<file path="src/hdl/ibook_pkg.sv">
`default_nettype none

package ibook_pkg;

   // Controller states
   typedef enum logic [2:0] {
      ST_IDLE,
      ST_SCAN_DBL,
      ST_SCAN_CNT,
      ST_DECIDE,
      ST_SCAN_ADD,
      ST_RESULT
   } state_type;

   // What the datapath does with each table entry it reads
   typedef enum logic [1:0] {
      MODE_DBL,   // check request against double-booked table
      MODE_CNT,   // count bookings the request overlaps
      MODE_ADD    // store intersections with overlapped bookings
   } mode_type;

   // Response status codes
   typedef enum logic [1:0] {
      STATUS_OK     = 2'd0,
      STATUS_TRIPLE = 2'd1,
      STATUS_FULL   = 2'd2
   } status_type;

   // Controller to datapath
   typedef struct packed {
      logic     load;        // capture the request interval, clear flags
      logic     start;       // rewind the scan index
      logic     scan;        // step the scan while entries remain
      logic     book_write;  // append the request to the booking table
      mode_type mode;
   } dp_cmd_type;

   // Datapath to controller
   typedef struct packed {
      logic scan_done;
      logic triple;
      logic full;
   } dp_stat_type;

endpackage

`default_nettype wire

</file>
<file path="src/hdl/ibook_ctrl.sv">
`default_nettype none

module ibook_ctrl
   import ibook_pkg::*;
(
   input  wire logic        clock,
   input  wire logic        reset,
   input  wire logic        req_valid,
   output logic             req_stall,
   output logic             rsp_valid,
   input  wire logic        rsp_stall,
   output logic [1:0]       rsp_status,
   output dp_cmd_type       cmd,
   input  wire dp_stat_type stat
);

   state_type  state_ff;
   state_type  state_in;
   status_type stat_ff;
   status_type stat_in;
   logic       rsp_valid_ff;
   logic       rsp_valid_in;
   status_type rsp_status_ff;
   logic       out_load;

   // State register and output register
   always_ff @(posedge clock) begin
      if (reset) begin
         state_ff     <= ST_IDLE;
         rsp_valid_ff <= 1'b0;
      end else begin
         state_ff     <= state_in;
         rsp_valid_ff <= rsp_valid_in;
      end
   end

   always_ff @(posedge clock) begin
      stat_ff <= stat_in;
      if (out_load) begin
         rsp_status_ff <= stat_ff;
      end
   end

   // Next state and datapath commands
   always_comb begin
      state_in       = state_ff;
      stat_in        = stat_ff;
      out_load       = 1'b0;
      cmd.load       = 1'b0;
      cmd.start      = 1'b0;
      cmd.scan       = 1'b0;
      cmd.book_write = 1'b0;
      cmd.mode       = MODE_DBL;
      case (state_ff)
         ST_IDLE: begin
            if (req_valid) begin
               cmd.load  = 1'b1;
               cmd.start = 1'b1;
               state_in  = ST_SCAN_DBL;
            end
         end
         ST_SCAN_DBL: begin
            cmd.mode = MODE_DBL;
            cmd.scan = 1'b1;
            if (stat.scan_done) begin
               cmd.start = 1'b1;
               state_in  = ST_SCAN_CNT;
            end
         end
         ST_SCAN_CNT: begin
            cmd.mode = MODE_CNT;
            cmd.scan = 1'b1;
            if (stat.scan_done) begin
               state_in = ST_DECIDE;
            end
         end
         ST_DECIDE: begin
            if (stat.triple) begin
               stat_in  = STATUS_TRIPLE;
               state_in = ST_RESULT;
            end else if (stat.full) begin
               stat_in  = STATUS_FULL;
               state_in = ST_RESULT;
            end else begin
               cmd.start = 1'b1;
               state_in  = ST_SCAN_ADD;
            end
         end
         ST_SCAN_ADD: begin
            cmd.mode = MODE_ADD;
            cmd.scan = 1'b1;
            if (stat.scan_done) begin
               cmd.book_write = 1'b1;
               stat_in        = STATUS_OK;
               state_in       = ST_RESULT;
            end
         end
         ST_RESULT: begin
            if (!rsp_valid_ff || !rsp_stall) begin
               out_load = 1'b1;
               state_in = ST_IDLE;
            end
         end
         default: begin
            state_in = ST_IDLE;
         end
      endcase
   end

   // Response handshake
   always_comb begin
      rsp_valid_in = rsp_valid_ff;
      if (out_load) begin
         rsp_valid_in = 1'b1;
      end else if (rsp_valid_ff && !rsp_stall) begin
         rsp_valid_in = 1'b0;
      end
   end

   assign req_stall  = (state_ff != ST_IDLE);
   assign rsp_valid  = rsp_valid_ff;
   assign rsp_status = rsp_status_ff;

endmodule

`default_nettype wire

</file>
<file path="config.mk">
export PLATFORM = sky130hd
export DESIGN_NAME = ibook_ctrl
export DESIGN_NICKNAME = d
export VERILOG_FILES = /design/src/hdl/ibook_pkg.sv /design/src/hdl/ibook_ctrl.sv
export SDC_FILE = /design/constraint.sdc
export NUM_CORES = 1
export LEC_CHECK = 0
export BUFFER_PORTS_ARGS = -buffer_cell sky130_fd_sc_hd__buf_2
export CELL_PAD_IN_SITES_DETAIL_PLACEMENT = 0
export CELL_PAD_IN_SITES_GLOBAL_PLACEMENT = 2
export CORE_UTILIZATION = 22
export CTS_CLUSTER_DIAMETER = 80
export CTS_CLUSTER_SIZE = 30
export DETAILED_ROUTE_END_ITERATION = 12
export HOLD_SLACK_MARGIN = 0.05
export PLACE_DENSITY = 0.75
export SYNTH_ARGS = -nofsm -noshare
export SYNTH_HDL_FRONTEND = slang
export SYNTH_SLANG_ARGS = --single-unit
export TNS_END_PERCENT = 5
</file>
<file path="constraint.sdc">
create_clock -name clock -period 1.5 [get_ports clock]
set_clock_uncertainty 0.2 [all_clocks]
set_input_delay 0 -clock clock [delete_from_list [all_inputs] [get_ports clock]]
set_output_delay 0 -clock clock [all_outputs]
set_load 0.1 [all_outputs]
</file>
==> flow_metrics.tcl, run 1 <==
set metrics [dict create \
    synth_top_flop_cell "edfxtp_1" \
    syn_to_final_growth_pct 103 \
    via_per_inst 4.42 \
    place_inst 95 \
    num_antenna_cells 0 \
    port_buffers 16 \
    drive_above_1_share 0.506 \
    hold_viol_final 0 \
    postSynthAreaPerCell_um2 9.10 \
    clk_pin_slew_ns 0.05 \
    regToRegEndpoint "stat_ff[1]" \
    setup.worst_path.end_class "output port" \
    final_max_slew_viol_count 0 \
    synth_top_family_by_area "simple AND/OR/NAND/NOR gates" \
    drtAntennaViolNets 0 \
    synth_fp_nets 55 \
    design_area_um2 885 \
    synth_compound_area_frac 0.172 \
    vdd.ir_drop.worst_v 0.000525 \
    clock_latency_ns 0.25 \
    post-route-period-util 1.09 \
    finalNetCount 91 \
    worst_hold_slack_ns 0.215 \
    ys_warn_count 0 \
    synthTopCellsByCount "5 x nor2_1, 4 x a21oi_1, 4 x dfxtp_1, 4 x edfxtp_1" \
    clockRootBuffer "clkbuf_4" \
    r2r-start "state_ff[0]" \
    synth_cells 48 \
    place_area_um2 756 \
    p_per_area_mw_per_mm2 882 \
    synth_seq_area_share 0.458 \
    start_kind "register" \
    grt_pass1_wl_um 2200 \
    hp-class "input port to output port" \
    synth_edf_count 4 \
    worst_slack_ns -0.134 \
    cts_inserted_buffers 3 \
    ys_ff_latch 8 \
    yosys.area_share.simple 0.287 \
    grt_pass1_vias 473 \
    rr_worst_depth 4 \
    synth_top_area_share 0.275 \
    grt_usage 0.148 \
    setup.worst_path.end "cmd[5]" \
    layout.cells.non_filler 108 \
    num_vias 477 \
    status "finished with violations" \
    setup_tns_ns -0.338 \
    die_x_um 46.6 \
    cts_tree "done" \
    yosysUniqueCellTypes 22 \
    path_max_fanout 5 \
    finalPower_mw 0.780 \
    hpwl_um 846 \
    cts_num_sinks 8 \
    wl_per_cell_um 11.3 \
    rsz0062_at_grt "true" \
    core_mm2 0.00180 \
    p_leak_nw 0.371 \
    slew_headroom 0.680 \
    dieArea_mm2 0.00217 \
    synthAdderAreaFrac 0 \
    place_congestion 0.735 \
    setup_violations 5 \
    fmax_ghz 0.612 \
    start_util 0.242 \
    grt.overflow.total 0 \
    cp.arrival_ns 1.43 \
    yosysMostFrequentCell "nor2_1" \
    grt_antenna_before_repair 0 \
    synth_xor_area_frac 0 \
    synth_area_leaders "edfxtp_1 28%, dfxtp_1 18%, a21oi_1 4.6%" \
    async_flop_share 0 \
    wl_um 1220 \
    drt_first_pass_iters 2 \
    num_rows 15 \
    synth_top_area_cell "edfxtp_1" \
    pin_count 17 \
    die_h_um 46.6 \
    h-tree-depth 1 \
    violations "setup timing" \
    crit_required_ns 1.30 \
    grt_max_degree 8 \
    first_iter_violations 1 \
    tightest_slew_ns 0.483 \
    path_class "register to output port" \
    netlist_area_um2 437 \
    cap_violations 0 \
    drc_errors 0 \
    startpoint "state_ff[0]" \
    fin_crit_ns 1.63 \
    cts_buffer_depth 2 \
    r2r_slack_ns 0.09 \
    synthMuxAreaShare 0.0229 \
]
==> metrics by stage <==
stage           util  setup slack, ns
2_1_floorplan      -           -0.472
3_3_place_gp   0.419           0.0394
3_5_place_dp   0.419          -0.0102
4_1_cts        0.481           -0.128
5_1_grt        0.491           -0.183
6_report       0.491           -0.134
==> cell type report <==
type	instances	area, µm²
repair buffers	34	347
clock buffers	4	26.3
fillers	192	917
inverters	3	11.3
multi-input cells	34	260
flip-flops and latches	8	209
well taps	25	31.3
==> metal layers <==
metal | share of wire | vias to the layer above | global-route usage
met1 | 0.44 | 226 | 0.178
met5 | 0 | - | 0
met3 | 0.030 | 0 | 0.0471
met2 | 0.53 | 10 | 0.253
met4 | 0 | 0 | 0.0353
li1 | - | 241 | -
==> state kept, by name (all words and copies together), names as in the netlist <==
register    flops
stat_ff         2
rsp_status      2
rsp_valid       1
state_ff        3
==> report_power, final <==
group / leakage [nW] / internal [mW] / switching [mW]
Sequential: 0.0704 / 0.236 / 0.0101
Clock: 0.0150 / 0.101 / 0.0680
Combinational: 0.286 / 0.152 / 0.213
==> logic make-up after synthesis <==
group,count (synthesis)
flip-flops,8
AND/OR/NAND/NOR,21
AO/OA/AOI/OAI,12
multiplexers,1
buffers and inverters,6
==> repair_timing <==
item,4_1_cts,5_1_grt
cloned,0,0
resized for setup,5,5
pin swaps,2,2
hold buffers,6,0
endpoints found under the hold margin,10,0
setup endpoints to repair,7,8
buffers inserted,2,1
==> placed cells by master, fill, tap and decap left out, types with 2 or more instances in the layout <==
| master | count |
|---|---|
| buf_2 | 9 |
| buf_4 | 9 |
| buf_12 | 7 |
| dlygate4sd3_1 | 6 |
| nor2_1 | 4 |
| edfxtp_1 | 4 |
| a21oi_1 | 3 |
| inv_1 | 3 |
| nor2b_1 | 3 |
| clkbuf_4 | 3 |
| buf_6 | 3 |
| nand2_1 | 2 |
| nor3b_4 | 2 |
| or3_1 | 2 |
| o21ai_1 | 2 |
| o31a_1 | 2 |
| dfxtp_4 | 2 |
==> how the worst min path moves through the flow <==
stage,endpoint,startpoint,slack (ns),depth (start not counted)
6_report,cmd[5],req_valid,0.22,4
5_1_grt,cmd[2],stat[2],0.23,3
4_1_cts,cmd[5],req_valid,0.20,4
3_5_place_dp,rsp_valid,reset,0.02,2
3_3_place_gp,state_ff[0],reset,0.02,2
2_1_floorplan,rsp_valid,reset,-0.13,1
==> critical path, cell delays in order, from the launching register on <==
cell and delay (ns):
dfxtp_4 0.36, buf_6 0.11, or3_4 0.40, nor2_4 0.14
buf_12 0.18
Note: power is estimated with default switching activity, not from simulation.
==> run 2, diff against run 1 <==
CELL_PAD_IN_SITES_DETAIL_PLACEMENT = 1   (was 0)
==> run 2 against run 1 <==
Against the previous run:
- the flow still finishes with violations (setup timing)
- routed wire length is 20% higher
- sequential power about the same
- combinational power increased by 4%
- clock-buffer cell count stayed put
- design area rose by 3.1%
- critical path depth stayed put
- critical path type unchanged
==> flow_metrics.tcl, run 2 (synthesis gave the netlist of run 1 again) <==
set metrics [dict create \
    status "finished with violations" \
    violations "setup timing" \
    final-seq-area_um2 209 \
    drt_first_pass_iters 2 \
    grt_pass1_vias 476 \
    final_common_cell "buf_4" \
    setup_violations 6 \
    tightest_slew_ns 0.484 \
    num_antenna_cells 0 \
    crit_family "simple AND/OR/NAND/NOR gates" \
    regMostFlops "state_ff" \
    p_per_area_mw_per_mm2 874 \
    fmax_ghz 0.613 \
    crit_buf_inv 2 \
    finalNetCount 94 \
    syn_to_final_growth_pct 109 \
    place_ws_ns -0.00303 \
    vdd.ir_drop.worst_v 0.000522 \
    worst_hold_slack_ns 0.0591 \
    first_iter_violations 5 \
    final_util 0.506 \
    hpwl_um 1010 \
    drc_errors 0 \
    die_h_um 46.6 \
    die_x_um 46.6 \
    largest_register_ffs 3 \
    path_class "register to output port" \
    cts_tree "done" \
    cap_violations 0 \
    crit_required_ns 1.30 \
    grt_antenna_before_repair 0 \
    via_per_inst 4.41 \
    critPathSlowestCell "or3_4" \
    post-route-period-util 1.09 \
    start_util 0.242 \
    start_kind "register" \
    cts_inserted_buffers 3 \
    n_fill_cell 221 \
    path_cells "buf_6 -> or3_4 -> nor2_4 -> buf_12" \
    grt_pass1_wl_um 2230 \
    multi_input_area_um2 267 \
    cp.arrival_ns 1.43 \
    grt_max_degree 8 \
    wl_um 1460 \
    drive_above_1_share 0.535 \
    setup.worst_path.end_class "output port" \
    hold_viol_final 0 \
    core_mm2 0.00180 \
    num_vias 490 \
    clock_latency_ns 0.25 \
    cts_buffer_depth 2 \
    hp-class "input port to register" \
    max_stage_delay_ns 0.38 \
    clk_pin_slew_ns 0.05 \
    grt.overflow.total 0 \
    port_buffers 16 \
    grt_usage 0.158 \
    clockRootBuffer "clkbuf_4" \
    rsz0062_at_grt "true" \
    place_congestion 0.735 \
    final_max_slew_viol_count 0 \
    cts_num_sinks 8 \
    fin_crit_ns 1.63 \
    drtAntennaViolNets 0 \
    h-tree-depth 1 \
    p_leak_nw 0.386 \
    worst_slack_ns -0.132 \
    slew_headroom 0.680 \
    num_rows 15 \
    dieArea_mm2 0.00217 \
    final_cell_mix "12 x buf_4, 9 x buf_2, 7 x dlygate4sd3_1, 7 x buf_12" \
    pin_count 17 \
    path_max_fanout 6 \
    wl_per_cell_um 13.1 \
]
==> run 2: changes by cell type in the layout (fill, tap and decap cells not counted), sizes merged <==
cell,before,now
buf,28,30
dlygate4sd3,6,7
==> run 2: where the power goes <==
| group | internal, mW | switching (mW) | total, mW |
|---|---|---|---|
| registers | 0.236 | 0.0101 | 0.246 |
| logic | 0.161 | 0.219 | 0.379 |
| clock network | 0.102 | 0.0701 | 0.172 |
==> run 2: area by class of cell <==
class                      instances  share of cell area
timing repair buffer              37               0.403
sequential                         8               0.229
clock buffer                       4              0.0288
inverter                           3              0.0123
multi-input combinational         34               0.292
tap                               25              0.0343
==> run 2: routing by layer <==
metal	share of wire	vias to the layer above	track usage
met1	0.41	232	0.179
met2	0.54	14	0.267
li1	-	244	-
met4	0	0	0.0353
met3	0.049	0	0.0706
met5	0	-	0
==> run 2: path summary, 6_finish.rpt <==
path,startpoint,to,slack (ns),cells after the start
hold / removal,stat[1],state_ff[0],0.06,4
setup / recovery,state_ff[0],cmd[5],-0.13,4
hold reg to reg,stat_ff[1],rsp_status[1],0.22,0
setup reg to reg,state_ff[0],stat_ff[1],0.06,4
==> run 2: worst register-to-register path: stages, from the launching register on <==
cell       delay [ns]
dfxtp_4          0.36
buf_4            0.15
nor3b_4          0.25
a2bb2oi_2        0.10
inv_1            0.10
==> run 2: metrics by stage <==
| stage | std cells | cell area [µm²] | total power, mW | TNS (ns) |
|---|---|---|---|---|
| 6_report | 111 | 912 | 0.797 | -0.541 |
| 5_1_grt | 111 | 912 | 0.839 | -0.919 |
| 4_1_cts | 107 | 868 | 0.791 | -0.517 |
| 3_5_place_dp | 95 | 756 | 0.592 | -0.00303 |
| 3_3_place_gp | 95 | 756 | 0.584 | 0 |
| 2_1_floorplan | 48 | 487 | 0.462 | -3.78 |
==> run 2: timing repair <==
action,4_1_cts,5_1_grt
hold endpoints to repair,10,0
gates resized for setup,5,5
setup buffers,1,4
hold buffers,7,0
endpoints found under the setup margin,7,10
pin swaps,2,2
==> run 3, diff against run 2 <==
GPL_TIMING_DRIVEN = 0   (was unset)
==> run 3 against run 2 <==
Against the previous run:
- the flow still finishes with violations (setup timing)
- maximum frequency is 1.2% lower
- combinational power decreased by 13%
- final cell count fell by 9.9%
- critical path type unchanged
- largest cell class is now multi-input combinational cells
- highest routed layer unchanged
==> flow_metrics.tcl, run 3 (synthesis gave the netlist of run 1 again) <==
set metrics [dict create \
    crit_buf_inv 2 \
    drtAntennaViolNets 0 \
    design_area_um2 803 \
    place_congestion 0.665 \
    critPathSlowestCell "or3_4" \
    path_cells "buf_6 -> or3_4 -> a21oi_4 -> buf_12" \
    grt.overflow.total 0 \
    final_util 0.446 \
    fmax_ghz 0.605 \
    rsz0062_at_grt "true" \
    setup.worst_path.end_class "output port" \
    regMostFlops "state_ff" \
    post-route-period-util 1.10 \
    finalPower_mw 0.747 \
    drive_above_1_share 0.480 \
    syn_to_final_growth_pct 84.0 \
    clock_latency_ns 0.25 \
    violations "setup timing" \
    num_antenna_cells 0 \
    vdd.ir_drop.worst_v 0.000463 \
    drc_errors 0 \
    grt_antenna_before_repair 0 \
    tightest_slew_ns 0.486 \
    cts_num_sinks 8 \
    via_per_inst 4.49 \
    slew_headroom 0.678 \
    core_mm2 0.00180 \
    h-tree-depth 1 \
    largest_register_ffs 3 \
    status "finished with violations" \
    die_h_um 46.6 \
    wl_per_cell_um 12.3 \
    wl_um 1230 \
    cts_inserted_buffers 3 \
    final_max_slew_viol_count 0 \
    pin_count 17 \
    cap_violations 0 \
    num_vias 449 \
    crit_required_ns 1.30 \
    worst_slack_ns -0.152 \
    cts_tree "done" \
    crit_family "simple AND/OR/NAND/NOR gates" \
    grt_max_degree 11 \
    clockRootBuffer "clkbuf_4" \
    setup_violations 5 \
    die_x_um 46.6 \
    final_common_cell "buf_2" \
    max_stage_delay_ns 0.37 \
    grt_usage 0.131 \
    place_area_um2 598 \
    hpwl_um 857 \
    hold_viol_final 0 \
    first_iter_violations 1 \
    clk_pin_slew_ns 0.05 \
    p_leak_nw 0.319 \
    dieArea_mm2 0.00217 \
    path_class "register to output port" \
    start_util 0.242 \
    cp.arrival_ns 1.45 \
    finalNetCount 83 \
    path_max_fanout 10 \
    cts_buffer_depth 2 \
    p_per_area_mw_per_mm2 930 \
    final_cell_mix "9 x buf_2, 7 x dlygate4sd3_1, 5 x buf_6, 4 x nor2_1, 4 x edfxtp_1" \
    hp-class "input port to output port" \
    num_rows 15 \
    grt_pass1_wl_um 1890 \
    drt_first_pass_iters 2 \
    fin_crit_ns 1.65 \
    port_buffers 16 \
    grt_pass1_vias 422 \
    start_kind "register" \
]
-- run 3: changes by cell type in the layout (fill, tap and decap cells not counted) --
cell     previous run  this run
nor2b_1             2         3
or3_1               2         1
nor2b_2             2         1
nor3b_1             1         0
buf_12              7         3
or3_4               1         2
dfxtp_2             1         2
nor3b_2             0         1
buf_6               2         5
dfxtp_4             2         1
buf_8               0         1
buf_4              12         1
-- run 3: cell type report --
type / instances / area (µm²)
inverter: 3 / 11.3
clock buffer: 4 / 26.3
timing repair buffer: 23 / 220
multi-input combinational: 34 / 274
fill: 220 / 998
buffer: 3 / 33.8
tap: 25 / 31.3
sequential: 8 / 206
-- run 3: per-stage QoR --
stage                     std cells  hold slack [ns]  setup TNS [ns]  worst slack (ns)
after floorplan                  48           -0.131           -3.78            -0.472
after global placement           89           0.0159          -0.976            -0.299
final                           100            0.217          -0.410            -0.152
after CTS                       100            0.215          -0.456            -0.170
after global routing            100            0.222          -0.821            -0.208
after detailed placement         89           0.0170           -1.12            -0.311
-- run 3: per-layer routing --
metal | wire length, µm | track usage | share of wire | vias up
met3 | 62 | 0.0588 | 0.051 | 0
met1 | 539 | 0.156 | 0.44 | 214
met4 | 0 | 0.0353 | 0 | 0
li1 | - | - | - | 223
met5 | 0 | 0 | 0 | -
met2 | 623 | 0.211 | 0.51 | 12
-- run 3: worst reg2reg max path: cells and delay by family (launching register included) --
family	cells	cell delay (ns)
flip-flops	1	0.36
buffers and inverters	1	0.15
AND/OR/NAND/NOR	2	0.32
AO/OA/AOI/OAI	1	0.19
-- run 3: path summary, 6_finish.rpt --
path | from | slack (ns) | depth (start not counted) | end
worst min-delay path | stat[2] | 0.22 | 3 | cmd[2]
worst max register to register | state_ff[0] | 0 | 4 | rsp_status[0]
worst min register to register | stat_ff[1] | 0.22 | 0 | rsp_status[1]
worst max-delay path | state_ff[1] | -0.15 | 4 | cmd[4]
-- run 3: what timing repair did --
item,in CTS,in global routing
endpoints found under the hold margin,10,0
gates resized for setup,31,3
pin swaps,1,1
endpoints found under the setup margin,11,8
hold buffers,7,0
setup buffers,0,0
-- run 3: where the power goes --
part	internal, mW	total [mW]	switching, mW
Sequential	0.236	0.244	0.00796
Clock	0.102	0.175	0.0736
Combinational	0.120	0.328	0.207
Total	0.458	0.747	0.289
